$ cat src/rtl/stt_pkg.sv
// ----------------------------------------------------------------------------
// stt_pkg: shared types and constants of the sparse tiled texel store
// Item layouts, command codes, register indexes and store geometry.
// ----------------------------------------------------------------------------
package stt_pkg;

  // store geometry
  localparam int TILE_SLOTS  = 64;
  localparam int SLOT_W      = 6;
  localparam int MAX_LOG2    = 4;
  localparam int LOC_W       = 2 * MAX_LOG2;
  localparam int ADDR_W      = SLOT_W + LOC_W;
  localparam int MEM_DEPTH   = TILE_SLOTS << LOC_W;
  localparam int CNT_W       = 7;

  // configuration register indexes
  localparam logic REG_TILE_LOG2 = 1'b0;
  localparam logic REG_RES       = 1'b1;

  // commands
  typedef enum logic [1:0] {
    CMD_WRITE  = 2'd0,
    CMD_ADD    = 2'd1,
    CMD_READ   = 2'd2,
    CMD_SAMPLE = 2'd3
  } cmd_e;

  // input item
  typedef struct packed {
    logic        [1:0]  cmd;
    logic signed [15:0] coord_x;
    logic signed [15:0] coord_y;
    logic        [16:0] u_pos;
    logic        [16:0] v_pos;
    logic signed [31:0] val_x;
    logic signed [31:0] val_y;
    logic signed [31:0] val_z;
  } item_t;

  // result item
  typedef struct packed {
    logic signed [31:0] res_x;
    logic signed [31:0] res_y;
    logic signed [31:0] res_z;
    logic               status;
  } result_t;

  // classified item passed from front to back
  typedef struct packed {
    cmd_e                         cmd;
    logic                         alloc;
    logic                         status;
    logic [3:0][ADDR_W-1:0]       addr;
    logic [3:0]                   pres;
    logic [15:0]                  ax;
    logic [15:0]                  ay;
    logic [2:0][31:0]             val;
  } qent_t;

endpackage

$ cat src/rtl/stt_front.sv
// ----------------------------------------------------------------------------
// stt_front: item intake, sample tap setup and tile table lookup
// Resolves each tap to a slot address and allocates tiles for writes and adds.
// ----------------------------------------------------------------------------
module stt_front (
  input  logic           clk_i,
  input  logic           rst_ni,
  input  logic           start_i,
  input  stt_pkg::item_t item_i,
  output logic           busy_o,
  input  logic [2:0]     k_i,
  input  logic [16:0]    res_i,
  input  logic           q_full_i,
  output logic           push_o,
  output stt_pkg::qent_t push_data_o
);

  typedef enum logic [3:0] {
    F_IDLE  = 4'b0001,
    F_COORD = 4'b0010,
    F_LOOK  = 4'b0100,
    F_PUSH  = 4'b1000
  } fst_e;

  fst_e                st_q;
  stt_pkg::item_t      it_q;
  stt_pkg::qent_t      ent_q;
  logic signed [18:0]  ox_q, oy_q;
  logic [1:0]          tap_q;
  logic [stt_pkg::TILE_SLOTS-1:0] valid_q;
  logic signed [15:0]  tx_q [stt_pkg::TILE_SLOTS];
  logic signed [15:0]  ty_q [stt_pkg::TILE_SLOTS];
  logic [stt_pkg::CNT_W-1:0] used_q;

  logic signed [18:0]  px, py;
  logic                inr;
  logic signed [15:0]  cx, cy, tilex, tiley;
  logic [7:0]          mask8, lidx;
  logic                hit, full;
  logic [stt_pkg::SLOT_W-1:0] hit_idx, free_idx, slot;
  logic [33:0]         bx, by;
  logic                is_wr;

  assign busy_o      = st_q != F_IDLE;
  assign push_o      = (st_q == F_PUSH) && !q_full_i;
  assign push_data_o = ent_q;

  // sample point offset by half a texel
  assign bx = {17'd0, it_q.u_pos} * {17'd0, res_i} + 34'd32768;
  assign by = {17'd0, it_q.v_pos} * {17'd0, res_i} + 34'd32768;

  // tap coordinate split into tile and local parts
  always_comb begin
    px    = ox_q + 19'(tap_q[0]);
    py    = oy_q + 19'(tap_q[1]);
    inr   = ((px[18:15] == 4'b0000) || (px[18:15] == 4'b1111)) &&
            ((py[18:15] == 4'b0000) || (py[18:15] == 4'b1111));
    cx    = px[15:0];
    cy    = py[15:0];
    tilex = cx >>> k_i;
    tiley = cy >>> k_i;
    mask8 = 8'((9'd1 << k_i) - 9'd1);
    lidx  = ((cy[7:0] & mask8) << k_i) | (cx[7:0] & mask8);
  end

  // tile table search and first free slot
  always_comb begin
    hit      = 1'b0;
    hit_idx  = '0;
    free_idx = '0;
    for (int i = stt_pkg::TILE_SLOTS - 1; i >= 0; i--) begin
      if (valid_q[i] && tx_q[i] == tilex && ty_q[i] == tiley) begin
        hit     = inr;
        hit_idx = stt_pkg::SLOT_W'(i);
      end
      if (!valid_q[i]) begin
        free_idx = stt_pkg::SLOT_W'(i);
      end
    end
    full  = used_q == stt_pkg::CNT_W'(stt_pkg::TILE_SLOTS);
    is_wr = (ent_q.cmd == stt_pkg::CMD_WRITE) || (ent_q.cmd == stt_pkg::CMD_ADD);
    slot  = hit ? hit_idx : free_idx;
  end

  // control and tile table
  always_ff @(posedge clk_i or negedge rst_ni) begin
    if (!rst_ni) begin
      st_q    <= F_IDLE;
      tap_q   <= 2'd0;
      valid_q <= '0;
      used_q  <= '0;
    end else begin
      case (st_q)
        F_IDLE: begin
          if (start_i) begin
            tap_q <= 2'd0;
            st_q  <= (stt_pkg::cmd_e'(item_i.cmd) == stt_pkg::CMD_SAMPLE) ? F_COORD
                                                                          : F_LOOK;
          end
        end
        F_COORD: st_q <= F_LOOK;
        F_LOOK: begin
          if (is_wr && !hit && !full) begin
            valid_q[free_idx] <= 1'b1;
            used_q            <= used_q + 1'b1;
          end
          if (ent_q.cmd == stt_pkg::CMD_SAMPLE && tap_q != 2'd3) begin
            tap_q <= tap_q + 2'd1;
          end else begin
            st_q <= F_PUSH;
          end
        end
        F_PUSH: begin
          if (!q_full_i) begin
            st_q <= F_IDLE;
          end
        end
        default: st_q <= F_IDLE;
      endcase
    end
  end

  // payload
  always_ff @(posedge clk_i) begin
    if (st_q == F_IDLE && start_i) begin
      it_q          <= item_i;
      ent_q.cmd     <= stt_pkg::cmd_e'(item_i.cmd);
      ent_q.alloc   <= 1'b0;
      ent_q.status  <= 1'b0;
      ent_q.pres    <= '0;
      ent_q.ax      <= '0;
      ent_q.ay      <= '0;
      ent_q.val[0]  <= item_i.val_x;
      ent_q.val[1]  <= item_i.val_y;
      ent_q.val[2]  <= item_i.val_z;
      ox_q          <= 19'(item_i.coord_x);
      oy_q          <= 19'(item_i.coord_y);
    end
    if (st_q == F_COORD) begin
      ox_q     <= $signed({1'b0, bx[33:16]}) - 19'sd1;
      oy_q     <= $signed({1'b0, by[33:16]}) - 19'sd1;
      ent_q.ax <= bx[15:0];
      ent_q.ay <= by[15:0];
    end
    if (st_q == F_LOOK) begin
      ent_q.addr[tap_q] <= {slot, lidx};
      ent_q.pres[tap_q] <= hit;
      if (is_wr && !hit) begin
        if (full) begin
          ent_q.status <= 1'b1;
        end else begin
          ent_q.alloc    <= 1'b1;
          tx_q[free_idx] <= tilex;
          ty_q[free_idx] <= tiley;
        end
      end
    end
  end

  a_used_bound: assert property (@(posedge clk_i) disable iff (!rst_ni)
    used_q <= stt_pkg::CNT_W'(stt_pkg::TILE_SLOTS)) else $error("slot count overrun");
  a_used_match: assert property (@(posedge clk_i) disable iff (!rst_ni)
    $countones(valid_q) == int'(used_q)) else $error("slot count mismatch");

endmodule

$ cat config.mk
export PLATFORM = sky130hd
export DESIGN_NAME = stt_front
export DESIGN_NICKNAME = d
export VERILOG_FILES = /design/src/rtl/stt_pkg.sv /design/src/rtl/stt_front.sv
export SDC_FILE = /design/constraint.sdc
export NUM_CORES = 2
export LEC_CHECK = 0
export BUFFER_PORTS_ARGS = -buffer_cell sky130_fd_sc_hd__clkbuf_2
export CORE_MARGIN = 5
export CORE_UTILIZATION = 32
export DETAILED_ROUTE_END_ITERATION = 10
export GPL_TIMING_DRIVEN = 0
export SYNTH_ARGS = -nofsm -noshare
export SYNTH_HDL_FRONTEND = slang
export SYNTH_SLANG_ARGS = --single-unit
export TNS_END_PERCENT = 50
$ cat constraint.sdc
create_clock -name clk_i -period 12.35 [get_ports clk_i]
set_input_delay 1.235 -clock clk_i [delete_from_list [all_inputs] [get_ports clk_i]]
set_output_delay 1.235 -clock clk_i [all_outputs]
set_load 0.1 [all_outputs]
# Word level (Yosys, flattened, before mapping)
# Memories as Yosys holds them, arrays and structs flattened.
# Cells that the tools add are included.
[totals] word_cells=564 memories=2 in_bits=188 ram_bits=2048 ff_bits=341 output_inout_bits=194
[memory_table] memory="tx_q" depth=64 width=16 rd=64 rd_clocked_by_memory_dff=0 wr=1 line="stt_front.sv:31" source="logic signed [15:0] tx_q [stt_pkg::TILE_SLOTS];"
[memory_table] memory="ty_q" depth=64 width=16 rd=64 rd_clocked_by_memory_dff=0 wr=1 line="stt_front.sv:32" source="logic signed [15:0] ty_q [stt_pkg::TILE_SLOTS];"
[op_classes] shift=4 magnitude_cmp=4 bitwise=4 n_mux=224 reduce_logical=150 n_addsub=9 n_mul=2 eq_ne=144
[op_table] operator="16-bit == test" count=128
[op_table] operator="6-bit 2-to-1 mux" count=129
[op_table] operator="1-bit logical AND" count=136
[op_table] operator="132-bit 2-to-1 mux" count=1
[op_table] operator="19-bit 2-to-1 mux" count=4
[op_table] operator="1-bit 2-to-1 mux" count=72
[op_table] operator="34-bit by 16-bit adder with 34-bit output, second input constant" count=2
[op_table] operator="17-bit by 17-bit multiplier with 34-bit output" count=2
[op_table] operator="64-bit OR" count=1
[op_table] operator="62-bit 2-to-1 mux" count=1
[op_table] operator="56-bit bitwise mux" count=1
[op_table] operator="19-bit by 1-bit adder with 19-bit output" count=2
[op_table] operator="18-bit by 1-bit subtractor with 19-bit output, second input constant" count=2
[op_table] operator="32-bit 2-to-1 mux" count=1
[op_table] operator="16-bit by 3-bit >>> shifter with 16-bit output" count=2
[op_table] operator="14-bit demux with 2-bit select" count=1
[op_table] operator="8-bit AND" count=2
[op_table] operator="4-bit one-hot mux with 4 select lines" count=1
[op_table] operator="14-bit 2-to-1 mux" count=1
[op_table] operator="4-bit == test, second input constant" count=3
[op_table] operator="4-bit 2-to-1 mux" count=3
[op_table] operator="2-bit != test, second input constant" count=5
[op_table] operator="4-bit logical NOT" count=2
[op_table] operator="2-bit 2-to-1 mux" count=4
[op_table] operator="other kinds (28)" count=35

# Longest topological paths before layout
[depth] ltp_word=74 ltp_mapped=34 ltp_nobuf=32

# Worst setup path before layout
# No wires, ideal clock.
[synth_timing] path_kind="input port to flip-flop" startpoint="input res_i[2]" endpoint="register oy_q[18], data pin" stages=30 t_required_ps=12219 setup_slack_ps=3719 t_arrival_ps=8500 setup_ps=131 cell_sequence="clkbuf_1 -> nand2_1 -> fa_1 -> inv_1 -> fa_1 -> inv_1 -> fa_1 -> inv_1 -> fa_1 -> inv_1 -> fa_1 -> inv_1 -> fa_1 -> ha_1 -> o21a_1 -> or2_2 -> a21oi_1 -> a31o_2 -> or3_1 -> nand2_1 -> o21ai_0 -> xor2_1 -> nor2b_1 -> nand4_1 -> or3_1 -> nor4_1 -> nand2b_1 -> or4_1 -> or4_1 -> nand2_1"
[synth_via] elab_chain_len=4
[synth_lines] element="start, declared" line="stt_front.sv:12" source="input logic [16:0] res_i,"
[synth_lines] element="17-bit by 17-bit multiplier with 34-bit output" line="stt_front.sv:50" source="assign by = {17'd0, it_q.v_pos} * {17'd0, res_i} + 34'd32768;"
[synth_lines] element="34-bit by 16-bit adder with 34-bit output" line="stt_front.sv:50"
[synth_lines] element="18-bit by 1-bit subtractor with 19-bit output" line="stt_front.sv:141" source="oy_q <= $signed({1'b0, by[33:16]}) - 19'sd1;"
[synth_lines] element="19-bit 2-to-1 mux" line="stt_front.sv:139" source="if (st_q == F_COORD) begin"
[synth_lines] element="end signal, assigned" line="stt_front.sv:137" source="oy_q <= 19'(item_i.coord_y);"
[synth_lines] element="end signal, assigned" line="stt_front.sv:141"
[synth_lines] element="end, declared" line="stt_front.sv:28" source="logic signed [18:0] ox_q, oy_q;"
# Every way passes these cells.
# A chain may end at the register's enable or synchronous reset.

# Final worst setup path
[layout_timing] startpoint="register tap_q[1]" endpoint="memory tx_q[51][1], enable pin"
[layout_via] elab_chain_len=73
[layout_lines] element="start, declared" line="stt_front.sv:29" source="logic [1:0] tap_q;"
[layout_lines] element="start signal, assigned" line="stt_front.sv:108" source="tap_q <= tap_q + 2'd1;"
[layout_lines] element="19-bit by 1-bit adder with 19-bit output *" line="stt_front.sv:55" source="py = oy_q + 19'(tap_q[1]);"
[layout_lines] element="16-bit by 3-bit >>> shifter with 16-bit output (tied with other cells)" line="stt_front.sv:61" source="tiley = cy >>> k_i;"
[layout_lines] element="16-bit == test or 1-bit logical OR (tied branches)" line="stt_front.sv:72, stt_front.sv:57"
[layout_lines] element="1-bit logical AND (on tied branches)" line="stt_front.sv:72, stt_front.sv:56"
[layout_lines] element="1-bit 2-to-1 mux (63 in a row)" line="stt_front.sv:72" source="if (valid_q[i] && tx_q[i] == tilex && ty_q[i] == tiley) begin"
[layout_lines] element="1-bit 2-to-1 mux *" line="stt_front.sv:72"
[layout_lines] element="1-bit logical NOT *" line="stt_front.sv:148" source="if (is_wr && !hit) begin"
[layout_lines] element="1-bit logical AND *" line="stt_front.sv:148"
[layout_lines] element="1-bit 2-to-1 mux *" line="stt_front.sv:148"
[layout_lines] element="1-bit 2-to-1 mux *" line="stt_front.sv:145" source="if (st_q == F_LOOK) begin"
[layout_lines] element="1-bit 2-to-1 mux (not written as such) *" line="stt_front.sv:153" source="tx_q[free_idx] <= tilex;"
[layout_lines] element="end, declared" line="stt_front.sv:31"
# Mark *: on every way between the ends. The rest lies on a longest branch, timed or not.

==> impl_metrics.csv <==
group,metric,value,unit
yosys,synth-edff-count,2306,
global_route,antenna_found_initial,88,
sta,tightest_slew,1.68,ns
finish,finalNetCount,11200,
clock_tree,clkSinkCount,2389,
detailed_routing,via_count,90300,
outcome,run_status,"complete, but fails checks",
floorplan,fp.dieH,637,um
finish,fillers,37700,
finish,final_cell_mix,"2306 x edfxtp_1, 1271 x xnor2_1, 748 x xor2_1",
setup_path,cp_max_fo,33,
pwr,power.leakage,50.4,nW
placed_design,port_buffers,379,
placed_design,gp_congestion,0.988,
detailed_routing,drt_iter0_markers,16600,
outcome,violations,"max-capacitance violations, max-slew violations, negative setup slack",
placed_design,dp_hpwl,379000,um
sta,grt_setup_unrepaired,"false",
finish,fin_area,0.145,mm2
sta,layout_setup_ws,-0.106,ns
sta,fin_tns_setup,-6.02,ns
sta,setup_viol,116,
setup_path,crit_family,"simple AND/OR/NAND/NOR gates",
setup_path,crit_type,"register to register",
finish,layout_commonest_cell,"edfxtp_1",
sta,hold_viol,0,
setup_path,crit_slowest_cell,"buf_1",
yosys,ys_warn_count,0,
global_route,grt_pass1_vias,83900,
floorplan,core_region_area,0.392,mm2
clock_tree,cts.htree.levels,4,
yosys,async_flop_share,3.22,%
yosys,syn_area_per_cell,13.2,um2
run,max-cap-violations,16,
floorplan,fp.dieW,637,um
clock_tree,clockRootBuffer,"clkbuf_16",
setup_path,path_buf_inv,5,
detailed_routing,dr.pass1.iters,8,
setup_path,worst_path_largest_cell_delay,1.20,ns
detailed_routing,wl_per_cell,35.2,um
setup_path,end_kind,"register",
finish,drive_above_1_share,12.5,%
floorplan,dieArea,0.405,mm2
setup_path,required,12.94,ns
detailed_routing,ant_nets,0,
finish,areaGrowthSynthToFinish,15.5,%
min_path,hold_class,"input port to asynchronous set/reset pin",
yosys,synthFlopType,"edfxtp_1",
clock_tree,cts_tree,"yes",
sta,fmax,80.3,MHz
detailed_routing,drt_wl_total,554000,um
yosys,synth_cell_types,112,
sta,min_period,12.46,ns
yosys,synth_area,0.126,mm2
finish,seq_area,0.0713,mm2
yosys,ys_seq_area_share,56.7,%
global_route,track_usage,26.4,%
sta,period_share,101,%
global_route,grt_pass1_wl,735000,um
sta,maxSlewHeadroom,-12.7,%
clock_tree,clkLatencyLatePin,1.03,ns
global_route,overflow,0,
floorplan,std_cell_rows,230,
sta,slew_viol_final,104,
placed_design,dpl_cell_area,0.137,mm2
clock_tree,clk_pin_slew,0.07,ns
detailed_routing,drcViolationCount,0,
floorplan,ios,382,
setup_path,arrival,13.05,ns
floorplan,initial_core_util,32.1,%
global_route,grt_max_degree,78,
pwr,power_density,312,mW/mm2
sta,skew,0.200,ns
detailed_routing,viasPerCell,5.74,
clock_tree,numCtsBuffers,249,
setup_path,cp-start-kind,"register",
setup_path,crit_chain,"ha_1 > ha_1 > nand2_1 > nor4_4 > xor2_2 > o22ai_1 > nor2_2 > nand2_1 > buf_2 > buf_2 > buf_1 > xnor2_1 > nor4_1 > nand4_1 > o21ai_0 > nor2_1 > nand4_1 > o21ai_2 > nor3b_4 > nand4_1 > buf_8 > buf_2 > nor2_4",
pwr,ir_drop,0.856,mV
clock_tree,cts_buffer_depth,4,
finish,multiInputGateArea,0.0505,mm2
yosys,syn_nets,10400,
yosys,netlist_instances,9548,
pwr,total_power,45.2,mW
yosys,yosys_register_bits,2389,
[routing by layer]
metal | global-route usage [%] | vias up | share of wire [%]
met4 | 14.5 | 34 | 7.0
met3 | 8.61 | 1564 | 14
met2 | 39.6 | 7467 | 43
met1 | 33.6 | 45700 | 36
met5 | 0.0118 | - | 0.043
li1 | - | 35600 | -
[area by class of cell]
class / instances / share of cell area [%]
repair buffers: 477 / 2.63
well taps: 5220 / 4.50
plain buffers: 454 / 1.66
clock buffers: 306 / 4.53
flip-flops and latches: 2389 / 49.1
clock inverters: 149 / 1.09
inverters: 602 / 1.58
multi-input cells: 6103 / 34.8
diodes: 45 / 0.0776
[sequential cells by signal, summed over array words and instances, names as in the netlist, named ones only]
signal       cells
it_q            34
ox_q            19
st_q             4
oy_q            19
tap_q            2
push_data_o    136
tx_q          1024
valid_q         64
used_q           7
ty_q          1024
[cells by family (layout without fill, tap and decap cells)]
group	count (synthesis)	in the layout	synth area share (%)
flops	2389	2389	56.7
simple gates	2231	2231	9.26
xor+xnor	2025	2025	14.1
compound gates	1078	1078	5.96
buf+inv	1056	1988	3.63
fa+ha+maj	705	705	9.71
mux	64	64	0.551
other cells	0	45	0
[synthesized netlist by cell type (all sizes together), types with 30 or more instances]
master      n  area [um2]
a2111oi    72         632
a211oi     50         375
a21o       30         225
a21oi     202        1010
and2      259        1620
buf       266        1590
clkbuf    188         707
dfrtp      76        1900
edfxtp   2306       69200
fa        450        9010
ha        255        3190
inv       601        2260
mux2i      53         534
nand2     664        2500
nand2b     45         282
nand3     160         828
nand4     259        1650
nor2      289        1090
nor3      137         696
nor4      193        1360
o2111ai    90         788
o211ai     46         350
o21ai     244        1220
o21bai     39         293
or2        41         256
or3        37         231
or4        45         338
xnor2    1274       11200
xor2      749        6570
[what timing repair did]
item	4_1_cts	5_1_grt
endpoints found under the setup margin	25	214
endpoints found under the hold margin	0	0
resized for setup	0	4
hold buffers	0	0
buffers inserted	2	0
pin swaps	1	4
[where the power goes]
part / internal, mW / switching (mW)
Sequential: 9.61 / 0.221
Combinational: 9.49 / 18.1
Clock: 4.40 / 3.37
Total: 23.5 / 21.7
[path summary, 6_finish.rpt]
path	start	end	slack, ns	depth (start not counted)
worst max-delay path	tap_q[1]	tx_q[51][1]	-0.11	23
min in group clk_i	item_i[7]	push_data_o[71]	0.43	1
worst max register to register	tap_q[1]	tx_q[51][1]	-0.11	23
max in group asynchronous	rst_ni	valid_q[63]	11.48	2
worst min-delay path	rst_ni	valid_q[7]	0.27	2
worst min register to register	used_q[6]	used_q[6]	0.49	1
[through the flow]
stage	instances	setup slack (ns)	hold slack [ns]	util, %
2_1_floorplan	9548	3.72	0.445	-
3_3_place_gp	15100	-3.58	0.461	34.2
3_5_place_dp	15200	-0.388	0.472	34.9
4_1_cts	15700	0.116	0.293	37.0
5_1_grt	15700	0.0324	0.324	37.0
6_report	15700	-0.106	0.273	37.0
Power figures use the tool's default switching activity.
