**src/rtl/stt_pkg.sv**
```systemverilog
// ----------------------------------------------------------------------------
// stt_pkg: shared types and constants of the sparse tiled texel store
// Item layouts, command codes, register indexes and store geometry.
// ----------------------------------------------------------------------------
package stt_pkg;

  // store geometry
  localparam int TILE_SLOTS  = 64;
  localparam int SLOT_W      = 6;
  localparam int MAX_LOG2    = 4;
  localparam int LOC_W       = 2 * MAX_LOG2;
  localparam int ADDR_W      = SLOT_W + LOC_W;
  localparam int MEM_DEPTH   = TILE_SLOTS << LOC_W;
  localparam int CNT_W       = 7;

  // configuration register indexes
  localparam logic REG_TILE_LOG2 = 1'b0;
  localparam logic REG_RES       = 1'b1;

  // commands
  typedef enum logic [1:0] {
    CMD_WRITE  = 2'd0,
    CMD_ADD    = 2'd1,
    CMD_READ   = 2'd2,
    CMD_SAMPLE = 2'd3
  } cmd_e;

  // input item
  typedef struct packed {
    logic        [1:0]  cmd;
    logic signed [15:0] coord_x;
    logic signed [15:0] coord_y;
    logic        [16:0] u_pos;
    logic        [16:0] v_pos;
    logic signed [31:0] val_x;
    logic signed [31:0] val_y;
    logic signed [31:0] val_z;
  } item_t;

  // result item
  typedef struct packed {
    logic signed [31:0] res_x;
    logic signed [31:0] res_y;
    logic signed [31:0] res_z;
    logic               status;
  } result_t;

  // classified item passed from front to back
  typedef struct packed {
    cmd_e                         cmd;
    logic                         alloc;
    logic                         status;
    logic [3:0][ADDR_W-1:0]       addr;
    logic [3:0]                   pres;
    logic [15:0]                  ax;
    logic [15:0]                  ay;
    logic [2:0][31:0]             val;
  } qent_t;

endpackage

```
**src/rtl/stt_queue.sv**
```systemverilog
// ----------------------------------------------------------------------------
// stt_queue: two-entry queue between front and back
// Decouples tile lookup from texel memory work.
// ----------------------------------------------------------------------------
module stt_queue (
  input  logic           clk_i,
  input  logic           rst_ni,
  input  logic           push_i,
  input  stt_pkg::qent_t push_data_i,
  output logic           full_o,
  input  logic           pop_i,
  output logic           valid_o,
  output stt_pkg::qent_t pop_data_o
);

  stt_pkg::qent_t ent_q [2];
  logic       wr_q, wr_d, rd_q, rd_d;
  logic [1:0] cnt_q, cnt_d;

  assign full_o     = cnt_q == 2'd2;
  assign valid_o    = cnt_q != 2'd0;
  assign pop_data_o = ent_q[rd_q];

  // pointers and fill count
  always_comb begin
    wr_d  = wr_q ^ push_i;
    rd_d  = rd_q ^ pop_i;
    cnt_d = cnt_q + 2'(push_i) - 2'(pop_i);
  end

  always_ff @(posedge clk_i or negedge rst_ni) begin
    if (!rst_ni) begin
      wr_q  <= 1'b0;
      rd_q  <= 1'b0;
      cnt_q <= 2'd0;
    end else begin
      wr_q  <= wr_d;
      rd_q  <= rd_d;
      cnt_q <= cnt_d;
    end
  end

  // entry storage
  always_ff @(posedge clk_i) begin
    if (push_i) begin
      ent_q[wr_q] <= push_data_i;
    end
  end

  a_no_overflow: assert property (@(posedge clk_i) disable iff (!rst_ni)
    !(push_i && full_o && !pop_i)) else $error("queue overflow");
  a_no_underflow: assert property (@(posedge clk_i) disable iff (!rst_ni)
    pop_i |-> valid_o) else $error("queue underflow");

endmodule

```
**config.mk**
```make
export PLATFORM = sky130hd
export DESIGN_NAME = stt_queue
export DESIGN_NICKNAME = d
export VERILOG_FILES = /design/src/rtl/stt_pkg.sv /design/src/rtl/stt_queue.sv
export SDC_FILE = /design/constraint.sdc
export NUM_CORES = 1
export LEC_CHECK = 0
export BUFFER_PORTS_ARGS = -buffer_cell sky130_fd_sc_hd__buf_2
export CORE_MARGIN = 5
export CORE_UTILIZATION = 40
export DETAILED_ROUTE_END_ITERATION = 12
export PLACE_DENSITY = 0.75
export SYNTH_ARGS = -nofsm -noshare
export SYNTH_HDL_FRONTEND = slang
export SYNTH_SLANG_ARGS = --single-unit
```
**constraint.sdc**
```tcl
create_clock -name clk_i -period 6 [get_ports clk_i]
set_input_delay 0.6 -clock clk_i [delete_from_list [all_inputs] [get_ports clk_i]]
set_output_delay 0.6 -clock clk_i [all_outputs]
set_load 0.01 [all_outputs]
```
======== Word-level counts from Yosys, hierarchy flattened ========
Memory sizes are Yosys's and may differ from the RTL's.
Cells that the tools add are included.
storage, ports and cells
  input bits .............................. 196
  bits in registers ....................... 4
  memories kept ........................... 1
  bits in writable memories ............... 384
memories
  memory  words  bits a word  rd ports  clocked after memory_dff  wr ports  line             text
  ent_q   2      192          1         0                         1         stt_queue.sv:16  stt_pkg::qent_t ent_q [2];
operators by class
  $add $sub $neg .......................... 2
  equal/unequal tests ..................... 1
  bitwise logic cells ..................... 2
  multiplexer cells ....................... 2
  reduce and logical (&&, ||, !) cells .... 1
operators with widths
  cell                                        number
  adder 2 x 1 -> 2 bit                        1
  equality test 2 bit, second input constant  1
  2-to-1 mux 1 bit                            2
  nonzero test 2 bit                          1
  subtractor 2 x 1 -> 2 bit                   1
  XOR 1 bit                                   2

======== Logic depth before layout (Yosys ltp) ========
Gate-level depths: netlist (run 1).
  word-level depth ........................ 2
  depth in mapped cells ................... 5
  depth with buffers taken out ............ 5

======== Worst setup path before layout (run 1) ========
OpenSTA, ideal clock, no wires.
  kind .................................... input port to flip-flop
  from .................................... in push_i
  to ...................................... mem ent_q[0][0] in the netlist's numbering, enable pin
  path slack .............................. 0.374 ns
  required time ........................... 5.423 ns
  cell stages on the path ................. 1
  arrival ................................. 5.049 ns
  setup time .............................. 0.577 ns
  path through ............................ ha_1
between the ends
  word-level cells in the longest chain between the ends .. 2
ends and longest elaborated chain
  what                                    line             text
  from (decl)                             stt_queue.sv:8   input logic push_i,
  2-to-1 mux 1 bit                        stt_queue.sv:45  if (push_i) begin
  2-to-1 mux 1 bit (not written as such)  stt_queue.sv:46  ent_q[wr_q] <= push_data_i;
  to (decl)                               stt_queue.sv:16
No other way between the ends.

==> summary.txt, run 1 <==
DIE
--------------------------------------------------------------------------------
Top-Level Pins                                                               390
Placement Rows                                                                68
Die X                                                                     198 um
DIE HEIGHT                                                                198 um
Initial core utilization                                                   40.7%
Area enclosed by the die boundary                                   0.0391 sq mm
Total core area                                                     0.0346 sq mm

GLOBAL ROUTING
--------------------------------------------------------------------------------
Aggregate global routing overflow                                              0
Pin count of the biggest net entering global routing                         126
Total global-route track usage                                             14.7%
Via count of the first global-routing pass                                  7823
Wire length of the first global-routing pass                             43.9 mm
Initial antenna violation count                                                9

CTS
--------------------------------------------------------------------------------
Clock Root Buffer                                                   sky130_fd_sc_hd__clkbuf_16
Clock sink count                                                             388
Clock-pin slew on the worst setup and hold paths                         0.06 ns
Skew-Pair Late Insertion Delay                                           0.54 ns
Clock tree buffer depth                                                        3
Clock buffer count from CTS                                                   39
CTS HTree Levels                                                               2
Number of gates resized after CTS                                              0
Number of setup buffers added after CTS                                        0
CTS tree                                                                   built

STA
--------------------------------------------------------------------------------
Count of final hold-check violations                                           0
Worst Clk Skew                                                        0.00911 ns
Count of final max-slew check failures                                         0
Achievable Freq                                                        0.313 GHz
Finish-stage setup viols                                                       0
Final worst path period share                                              53.3%
Post-layout min period                                                   3.20 ns
Relative slew slack                                                        32.5%
Fin Setup TNS                                                               0 ns
Slack of the critical path                                               2.80 ns
Transition at the pin with the smallest max-transition slack             1.01 ns
Setup repair after global routing missed its margin                        false

PWR
--------------------------------------------------------------------------------
Portion of total power attributed to the clock network                     26.3%
Total leakage power                                                   0.00660 uW
Proportion of power drawn by flip-flops and latches                        46.0%
Sw Ratio                                                                   28.5%
Max rail drop VDD                                                     0.000380 V
Gate power share                                                           27.7%
Power dissipated by switching net loads                                  2350 uW
Power Internal                                                           5880 uW
Power density relative to cell area                                  466 mW/mm^2

FINISH
--------------------------------------------------------------------------------
Number of nets in the final layout                                          1227
Total of fill cells in the finished design                                  2809
Layout cell share with drive strength beyond 1                             60.9%
Final standard cell count with taps included and fillers excluded           1508
Storage cell area                                                   0.0116 sq mm
Utilization of the core after routing                                      51.0%
Area of combinational cells with multiple inputs                    0.00228 sq mm
Area delta synth->final                                                    25.3%

PLACE
--------------------------------------------------------------------------------
Setup WS pre-CTS                                                         3.27 ns
# port buffers                                                               389
Final weighted congestion in routability-driven placement                  0.812
Detailed Place HPWL                                                      20.4 mm
Cell Count Post-Placement                                                   1440

SYNTH
--------------------------------------------------------------------------------
Part of the Yosys area used for sequential elements                        82.6%
Synth Cell Area                                                     0.0141 sq mm
Synthesized area per cell                                             23.0 sq um
Synthesis Warnings                                                             0
Mapped Nets                                                                  813
Post-synthesis instance total                                                613
Count of state elements after synthesis                                      388
Distinct cell type count of the synthesized netlist                           12

ROUTE
--------------------------------------------------------------------------------
DRC marker count from the first detailed-route iteration                     276
Routed vias                                                                 7236
Routed WL                                                                30.1 mm
Post-route ant nets                                                            0
# DRC                                                                          0
Average wire length per cell after detail routing                        20.0 um
Via/cell ratio                                                              4.80
DRT Pass-1 Iters                                                               4

STATUS
--------------------------------------------------------------------------------
Status                                                              finished clean

SETUP PATH
--------------------------------------------------------------------------------
Worst Setup Path Type                                                    reg2out
Critical path endpoint category                                       output pin
CP max FO                                                                     54
Required arrival time at the worst endpoint                              5.40 ns
Startpoint types                                                       flip-flop
Critical path data arrival time                                          2.60 ns

RUN
--------------------------------------------------------------------------------
Number of max-capacitance violations reported                                  0

HOLD PATH
--------------------------------------------------------------------------------
Path type of the worst min-delay path                                     in2reg

-- power groups by stage --
| stage | sequential (uW) | combinational, uW | clock, uW |
|---|---|---|---|
| CTS | 3790 | 2330 | 2230 |
| global placement | 3820 | 2300 | 0 |
| detailed placement | 3840 | 2320 | 0 |
| floorplan | 3830 | 1540 | 0 |
| global route | 3820 | 2460 | 2350 |
| finish | 3780 | 2280 | 2170 |
-- metal layers --
metal	vias up	share of wire [%]	GRT usage, %
met5	-	0.14	0
met4	8	3.2	6.32
met3	69	9.5	5.76
met2	295	51	25.1
met1	3586	36	16.4
li1	3278	-	-
-- critical path, cell delays in order, from the launching register on --
cell                      delay (ns)
sky130_fd_sc_hd__dfrtp_4        0.80
sky130_fd_sc_hd__buf_4          0.64
sky130_fd_sc_hd__mux2_2         0.42
sky130_fd_sc_hd__buf_2          0.14
-- layout make-up --
type                            instances  area share [%]
Sequential cell                       388            65.9
Clock buffer                           44            5.63
Clock inverter                         18           0.680
Antenna cell                            5          0.0709
Multi-Input combinational cell        200            12.9
Timing Repair Buffer                  394            11.5
Inverter                                4          0.0851
Tap cell                              455            3.22
-- flip-flops by register name, indices dropped and copies added (netlist names) --
signal,cells
ent_q,384
rd_q,1
wr_q,1
cnt_q,2
-- worst paths after layout --
path / start / end / slack, ns / depth (start not counted)
min in group asynchronous: rst_ni / wr_q / 0.39 / 2
worst max register to register: wr_q / ent_q[0][45] / 3.45 / 3
worst max-delay path: rd_q / pop_data_o[121] / 2.80 / 3
max in group asynchronous: rst_ni / rd_q / 5.48 / 2
worst min-delay path: push_data_i[80] / ent_q[0][80] / 0.24 / 1
worst min register to register: cnt_q[1] / cnt_q[1] / 0.65 / 1
-- logic make-up after synthesis --
kind of cell / Yosys count / share of synthesized area (%)
xor+xnor: 2 / 0.231
fa+ha+maj: 4 / 0.355
buf+inv: 25 / 1.40
flops: 388 / 82.6
mux: 192 / 15.3
simple gates: 2 / 0.0889
-- metrics by stage --
stage | hold WS (ns) | total power [uW] | cell area [sq um]
floorplan | 0.304 | 5380 | 14100
global placement | 0.410 | 6120 | 16500
detailed placement | 0.409 | 6160 | 16500
CTS | 0.198 | 8360 | 17600
global route | 0.208 | 8630 | 17600
finish | 0.243 | 8240 | 17700
-- Yosys cell counts --
cell / count / area, sq um
sky130_fd_sc_hd__edfxtp_1: 384 / 11500
sky130_fd_sc_hd__mux2_2: 192 / 2160
sky130_fd_sc_hd__buf_4: 11 / 82.6
sky130_fd_sc_hd__buf_6: 8 / 90.1
sky130_fd_sc_hd__dfrtp_1: 4 / 100
sky130_fd_sc_hd__ha_1: 4 / 50.1
sky130_fd_sc_hd__inv_1: 4 / 15.0
sky130_fd_sc_hd__buf_2: 2 / 10.0
sky130_fd_sc_hd__nor2b_1: 1 / 6.26
sky130_fd_sc_hd__or2_2: 1 / 6.26
sky130_fd_sc_hd__xor2_1: 1 / 8.76
sky130_fd_sc_hd__xor3_1: 1 / 23.8
-- cells in the final DEF (no fill, tap or decap) --
cell	netlist	layout
sky130_fd_sc_hd__clkinv_2	0	5
sky130_fd_sc_hd__dfrtp_4	0	1
sky130_fd_sc_hd__or2_2	1	1
sky130_fd_sc_hd__ha_4	0	2
sky130_fd_sc_hd__buf_4	11	1
sky130_fd_sc_hd__inv_6	0	4
sky130_fd_sc_hd__clkbuf_16	0	39
sky130_fd_sc_hd__buf_2	2	389
sky130_fd_sc_hd__clkinv_1	0	8
sky130_fd_sc_hd__xor3_1	1	1
sky130_fd_sc_hd__nor2b_1	1	1
sky130_fd_sc_hd__diode_2	0	5
sky130_fd_sc_hd__dlygate4sd3_1	0	1
sky130_fd_sc_hd__edfxtp_1	384	384
sky130_fd_sc_hd__inv_1	4	4
sky130_fd_sc_hd__clkbuf_1	0	5
sky130_fd_sc_hd__buf_12	0	3
sky130_fd_sc_hd__ha_1	4	2
sky130_fd_sc_hd__mux2_2	192	192
sky130_fd_sc_hd__xor2_1	1	1
sky130_fd_sc_hd__bufinv_16	0	1
sky130_fd_sc_hd__dfrtp_1	4	3
-- repair_timing --
action	in CTS	in global routing
hold endpoints to repair	4	0
hold buffers	1	0
endpoints found under the setup margin	0	0
(Power assumes the default switching activity.)
==> run 2: changes to the inputs <==
ABC_AREA = 1   (was unset)
PLACE_DENSITY = 0.77   (was 0.75)
clock period = 2.9 ns   (was 6 ns; I/O delays follow)
==> run 2 against run 1 <==
Non-clock buffer count up 216. Register-to-register slack got worse by 2.3 ns. Sequential power increased by 110%.
==> summary.txt, run 2 <==
STATUS
---------------------------------------------------------------------------------
Status                                                               finished clean

SETUP PATH
---------------------------------------------------------------------------------
Critical path endpoint category                                        output pin
Startpoint types                                                        flip-flop
Critical path data arrival time                                           2.21 ns
Required arrival time at the worst endpoint                               2.61 ns
CP max FO                                                                      81
Worst Setup Path Type                                                     reg2out

STA
---------------------------------------------------------------------------------
Final worst path period share                                               86.3%
Setup repair after global routing missed its margin                         false
Fin Setup TNS                                                                0 ns
Slack of the critical path                                               0.397 ns
Achievable Freq                                                         0.399 GHz
Relative slew slack                                                         54.6%
Transition at the pin with the smallest max-transition slack             0.682 ns
Post-layout min period                                                    2.50 ns
Worst Clk Skew                                                         0.00986 ns
Count of final max-slew check failures                                          0
Hold Slack                                                              0.0939 ns
Count of final hold-check violations                                            0
Finish-stage setup viols                                                        0

PLACE
---------------------------------------------------------------------------------
Setup WS pre-CTS                                                          1.07 ns
# port buffers                                                                389
Detailed Place HPWL                                                       23.1 mm
Final weighted congestion in routability-driven placement                   0.798
Cell Count Post-Placement                                                    1868

ROUTE
---------------------------------------------------------------------------------
DRC marker count from the first detailed-route iteration                      516
DRT Pass-1 Iters                                                                5
# DRC                                                                           0
Average wire length per cell after detail routing                         18.2 um
Routed WL                                                                 38.9 mm
Via/cell ratio                                                               4.78
Routed vias                                                                 10.2k
Post-route ant nets                                                             0

SYNTH
---------------------------------------------------------------------------------
Post-synthesis instance total                                                1027
Largest cells by area after synthesis                                sky130_fd_sc_hd__edfxtp_1 77%, sky130_fd_sc_hd__inv_1 5.0%, sky130_fd_sc_hd__nand2_1 5.0%, sky130_fd_sc_hd__o21ai_2 4.7%, sky130_fd_sc_hd__o21ai_1 2.8%
Synthesis Warnings                                                              0
Post-synthesis cell type with the largest combined area              sky130_fd_sc_hd__edfxtp_1
Post-synth EDFFs                                                              384
Distinct cell type count of the synthesized netlist                            16
Count of state elements after synthesis                                       388
Most used DFF post-synth                                             sky130_fd_sc_hd__edfxtp_1
Synth Cell Area                                                      0.0149 sq mm
Mapped Nets                                                                  1227
Portion of synthesized cell area occupied by the leading cell type          77.4%
Commonest cells post-synth                                           384 x sky130_fd_sc_hd__edfxtp_1, 199 x sky130_fd_sc_hd__inv_1, 198 x sky130_fd_sc_hd__nand2_1
Synthesized area per cell                                              14.5 sq um
Async set-or-reset flop fraction in the synthesized netlist                 1.03%
Part of the Yosys area used for sequential elements                         78.1%
Most used standard cell by instance count after synthesis            sky130_fd_sc_hd__edfxtp_1

CTS
---------------------------------------------------------------------------------
Clock tree buffer depth                                                         3
CTS tree                                                                    built
Clock buffer count from CTS                                                    40
Clock-pin slew on the worst setup and hold paths                          0.06 ns
Skew-Pair Late Insertion Delay                                            0.53 ns
CTS HTree Levels                                                                2
Clock Root Buffer                                                    sky130_fd_sc_hd__clkbuf_16
Clock sink count                                                              388
Number of gates resized after CTS                                               0

DIE
---------------------------------------------------------------------------------
Total core area                                                      0.0367 sq mm
Top-Level Pins                                                                390
Initial core utilization                                                    40.6%
Area enclosed by the die boundary                                    0.0412 sq mm
Die X                                                                      203 um
DIE HEIGHT                                                                 203 um
Placement Rows                                                                 70

FINISH
---------------------------------------------------------------------------------
Register name with the most flops                                           ent_q
Final standard cell count with taps included and fillers excluded            2136
Area of combinational cells with multiple inputs                     0.00210 sq mm
Number of nets in the final layout                                           1836
Storage cell area                                                    0.0116 sq mm
Area delta synth->final                                                     38.1%
Top flop regs                                                        ent_q x384, cnt_q x2
Number of flip-flops in the largest register                                  384
Most common cell after layout, fill and taps aside                   sky130_fd_sc_hd__buf_2
Total of fill cells in the finished design                                   2723
Most frequent cells in the layout                                    389 x sky130_fd_sc_hd__buf_2, 384 x sky130_fd_sc_hd__edfxtp_1, 199 x sky130_fd_sc_hd__inv_1, 198 x sky130_fd_sc_hd__nand2_1, 194 x sky130_fd_sc_hd__dlygate4sd3_1
Layout cell share with drive strength beyond 1                              32.9%

HOLD PATH
---------------------------------------------------------------------------------
Path type of the worst min-delay path                                    in2async

GLOBAL ROUTING
---------------------------------------------------------------------------------
Pin count of the biggest net entering global routing                           82
Total global-route track usage                                              18.4%
Wire length of the first global-routing pass                              59.3 mm
Via count of the first global-routing pass                                  10.9k
Initial antenna violation count                                                 4
Aggregate global routing overflow                                               0

PWR
---------------------------------------------------------------------------------
Total leakage power                                                    0.00872 uW
Max rail drop VDD                                                      0.000692 V
Power density relative to cell area                                   929 mW/mm^2

RUN
---------------------------------------------------------------------------------
Number of max-capacitance violations reported                                   0

[run 2: cell type report]
| class | count | share of cell area, % |
|---|---|---|
| Clock inverter | 20 | 0.931 |
| Inverter | 199 | 3.63 |
| Sequential cell | 388 | 56.6 |
| Tap cell | 468 | 2.85 |
| Clock buffer | 50 | 5.15 |
| Timing Repair Buffer | 610 | 20.6 |
| Antenna cell | 4 | 0.0487 |
| Multi-Input combinational cell | 397 | 10.2 |
[run 2: what timing repair did]
| item | in CTS | in global routing |
|---|---|---|
| buffers inserted | 0 | 0 |
| hold endpoints to repair | 389 | 0 |
| hold buffers | 194 | 0 |
| setup endpoints to repair | 0 | 0 |
[run 2: worst max-delay path: stages (launching register included)]
cell and delay [ns]:
sky130_fd_sc_hd__dfrtp_4 0.68, sky130_fd_sc_hd__buf_12 0.39, sky130_fd_sc_hd__nand2_1 0.19, sky130_fd_sc_hd__o21ai_2 0.12, sky130_fd_sc_hd__buf_2 0.16
[run 2: cells by family after synthesis]
| logic type | Yosys count | synth area share (%) |
|---|---|---|
| flops | 388 | 78.1 |
| compound gates | 192 | 8.47 |
| buf+inv | 242 | 7.97 |
| fa+ha+maj | 4 | 0.336 |
| xor+xnor | 1 | 0.0588 |
| simple gates | 200 | 5.05 |
[run 2: routing by layer]
| metal | global-route usage, % | vias to the layer above | part of all wire, % |
|---|---|---|---|
| met5 | 0 | - | 0 |
| met4 | 6.84 | 0 | 3.0 |
| met3 | 5.35 | 87 | 9.2 |
| met2 | 33.0 | 533 | 51 |
| met1 | 20.8 | 4869 | 36 |
| li1 | - | 4731 | - |
[run 2: report_power, final]
| part | total, uW | leakage, uW | internal, uW | switching (uW) |
|---|---|---|---|---|
| registers | 7790 | 0.00365 | 7440 | 350 |
| logic | 6340 | 0.00447 | 2310 | 4030 |
| clock network | 4990 | 0.000604 | 2940 | 2050 |
[run 2: stage by stage]
stage	util, %	power (uW)	cell area, sq um
floorplan	-	11600	14900
CTS	56.0	19100	20600
finish	56.0	19100	20600
global route	56.0	20100	20600
global placement	47.3	13700	17400
detailed placement	47.3	13900	17400
[run 2: path summary, 6_finish.rpt]
kind                               start             end  slack (ns)  cells after the start
worst max register to register      wr_q    ent_q[0][95]        1.12                      3
min in group clk_i                push_i        cnt_q[0]        0.13                      2
worst min-delay path              rst_ni        cnt_q[0]        0.09                      2
worst max-delay path                rd_q  pop_data_o[76]        0.40                      4
max in group asynchronous         rst_ni            rd_q        2.65                      2
worst min register to register  cnt_q[1]        cnt_q[1]        0.60                      3
==> run 3: changes to the inputs <==
ABC_AREA = 0   (was 1)
PLACE_DENSITY = 0.74   (was 0.77)
==> run 3 against run 2 <==
Count of clock-buffer cells in the layout down 2. First-iteration DRC count down 41%. Critical endpoint is now pop_data_o[182]. Die area down 5.1%. Worst hold slack better by 0.026 ns. Critical path depth down 1. Clock power about the same. Combinational power down 15%.
==> summary.txt, run 3 (synthesis gave the netlist of run 1 again) <==
STATUS
---------------------------------------------------------------------------
Status                                                         finished clean

GLOBAL ROUTING
---------------------------------------------------------------------------
Via count of the first global-routing pass                             8966
Total global-route track usage                                        16.5%
Pin count of the biggest net entering global routing                     65
Wire length of the first global-routing pass                        50.3 mm
Initial antenna violation count                                           4
Aggregate global routing overflow                                         0

SETUP PATH
---------------------------------------------------------------------------
Worst r2r dst                                                   ent_q[0][9]
Startpoint types                                                  flip-flop
Critical path data arrival time                                     2.17 ns
CP peak stage delay                                                 0.74 ns
Worst path buffer plus inverter count                                     2
Worst-case reg-to-reg path depth                                          3
CP max FO                                                                30
Worst Setup Path Type                                               reg2out
Required arrival time at the worst endpoint                         2.61 ns
Worst r2r src                                                          wr_q
WP depth                                                                  3
Slowest cell on the critical path                              sky130_fd_sc_hd__dfrtp_4
Worst-case register-to-register setup slack                         1.22 ns
Critical path endpoint category                                  output pin
Critical path, cell by cell                                    buf_4 -> mux2_2 -> buf_2
Cell family contributing the most delay on the critical path     flip-flops

STA
---------------------------------------------------------------------------
Count of final hold-check violations                                      0
Transition at the pin with the smallest max-transition slack       0.498 ns
Relative slew slack                                                   66.8%
Slack of the critical path                                         0.442 ns
Setup repair after global routing missed its margin                   false
Hold Slack                                                         0.120 ns
Post-layout min period                                              2.46 ns
Achievable Freq                                                   0.407 GHz
Fin Setup TNS                                                          0 ns
Count of final max-slew check failures                                    0
Final worst path period share                                         84.8%
Finish-stage setup viols                                                  0
Worst Clk Skew                                                    0.0153 ns

PWR
---------------------------------------------------------------------------
Max rail drop VDD                                                0.000711 V
Power, Total                                                       18100 uW
Proportion of power drawn by flip-flops and latches                   43.0%
Power dissipated by switching net loads                             5150 uW
Power Internal                                                     12900 uW
Gate power share                                                      29.6%
Total leakage power                                              0.00757 uW
Sw Ratio                                                              28.5%
Power density relative to cell area                             906 mW/mm^2
Portion of total power attributed to the clock network                27.4%

RUN
---------------------------------------------------------------------------
Number of max-capacitance violations reported                             0

PLACE
---------------------------------------------------------------------------
Detailed Place HPWL                                                 21.0 mm
Final weighted congestion in routability-driven placement             0.804
Setup WS pre-CTS                                                   0.999 ns
# port buffers                                                          389
Placed Instance Area                                           0.0167 sq mm

FINISH
---------------------------------------------------------------------------
Number of nets in the final layout                                     1438
Total of fill cells in the finished design                             2513
Register name with the most flops                                     ent_q
Most common cell after layout, fill and taps aside             sky130_fd_sc_hd__buf_2
Number of flip-flops in the largest register                            384
Area delta synth->final                                               41.6%
Area of combinational cells with multiple inputs               0.00228 sq mm
Most frequent cells in the layout                              389 x sky130_fd_sc_hd__buf_2, 384 x sky130_fd_sc_hd__edfxtp_1, 194 x sky130_fd_sc_hd__dlygate4sd3_1, 192 x sky130_fd_sc_hd__mux2_2, 41 x sky130_fd_sc_hd__clkbuf_16
Storage cell area                                              0.0116 sq mm
Layout cell share with drive strength beyond 1                        52.1%
Top flop regs                                                  ent_q x384, cnt_q x2
Finished Cell Area                                             0.0199 sq mm

DIE
---------------------------------------------------------------------------
Area enclosed by the die boundary                              0.0391 sq mm
Top-Level Pins                                                          390
Placement Rows                                                           68
Initial core utilization                                              40.7%
DIE HEIGHT                                                           198 um
Die X                                                                198 um
Total core area                                                0.0346 sq mm

CTS
---------------------------------------------------------------------------
Clock buffer count from CTS                                              40
Clock Root Buffer                                              sky130_fd_sc_hd__clkbuf_16
Skew-Pair Late Insertion Delay                                      0.52 ns
CTS HTree Levels                                                          2
Clock-pin slew on the worst setup and hold paths                    0.06 ns
Clock sink count                                                        388
# hold bufs at CTS                                                      194
Number of setup buffers added after CTS                                   0
Number of gates resized after CTS                                         0
Clock tree buffer depth                                                   3
CTS tree                                                              built

ROUTE
---------------------------------------------------------------------------
DRC marker count from the first detailed-route iteration                303
Average wire length per cell after detail routing                   19.5 um
Post-route ant nets                                                       0
Routed WL                                                           33.7 mm
Via/cell ratio                                                         4.73
Routed vias                                                            8147
DRT Pass-1 Iters                                                          4
# DRC                                                                     0

HOLD PATH
---------------------------------------------------------------------------
Path type of the worst min-delay path                              in2async

[run 3: changes by cell type in the layout (fill, tap and decap cells not counted), sizes merged, moves of 2 or more]
cell,delta
inv,-195
buf,-6
mux2,+192
o21ai,-192
nand2,-198
clkbuf,-2
[run 3: cell type report]
type,instances,share of cell area (%)
clock inverters,20,1.03
multi-input cells,200,11.4
inverters,4,0.0753
flip-flops and latches,388,58.3
well taps,455,2.85
diodes,5,0.0627
clock buffers,48,5.33
repair buffers,604,20.9
[run 3: stage by stage]
step	cells	utilization, %
2_1_floorplan	613	-
3_3_place_gp	1457	48.3
3_5_place_dp	1457	48.3
4_1_cts	1719	57.5
5_1_grt	1723	57.6
6_report	1724	57.6
[run 3: worst max path at each step]
| stage | end | slack, ns | start |
|---|---|---|---|
| finish | pop_data_o[182] | 0.44 | rd_q |
| global route | pop_data_o[182] | 0.35 | rd_q |
| CTS | pop_data_o[182] | 0.41 | rd_q |
| detailed placement | pop_data_o[5] | 1.0 | rd_q |
| global placement | pop_data_o[5] | 1.01 | rd_q |
| floorplan | ent_q[0][0] | 0.58 | wr_q |
[run 3: routing by layer]
| metal | routed length [um] | up-vias | global-route usage, % |
|---|---|---|---|
| li1 | - | 3710 | - |
| met1 | 12600 | 4049 | 19.4 |
| met2 | 17500 | 322 | 29.0 |
| met3 | 2610 | 66 | 4.79 |
| met4 | 926 | 0 | 5.66 |
| met5 | 0 | - | 0 |
[run 3: power by group through the flow]
stage,logic (uW),registers (uW),clock network (uW)
floorplan,3210,7740,0
global placement,5110,7810,0
detailed placement,5130,7870,0
CTS,5390,7760,5080
global route,5730,7840,5350
finish,5360,7760,4960
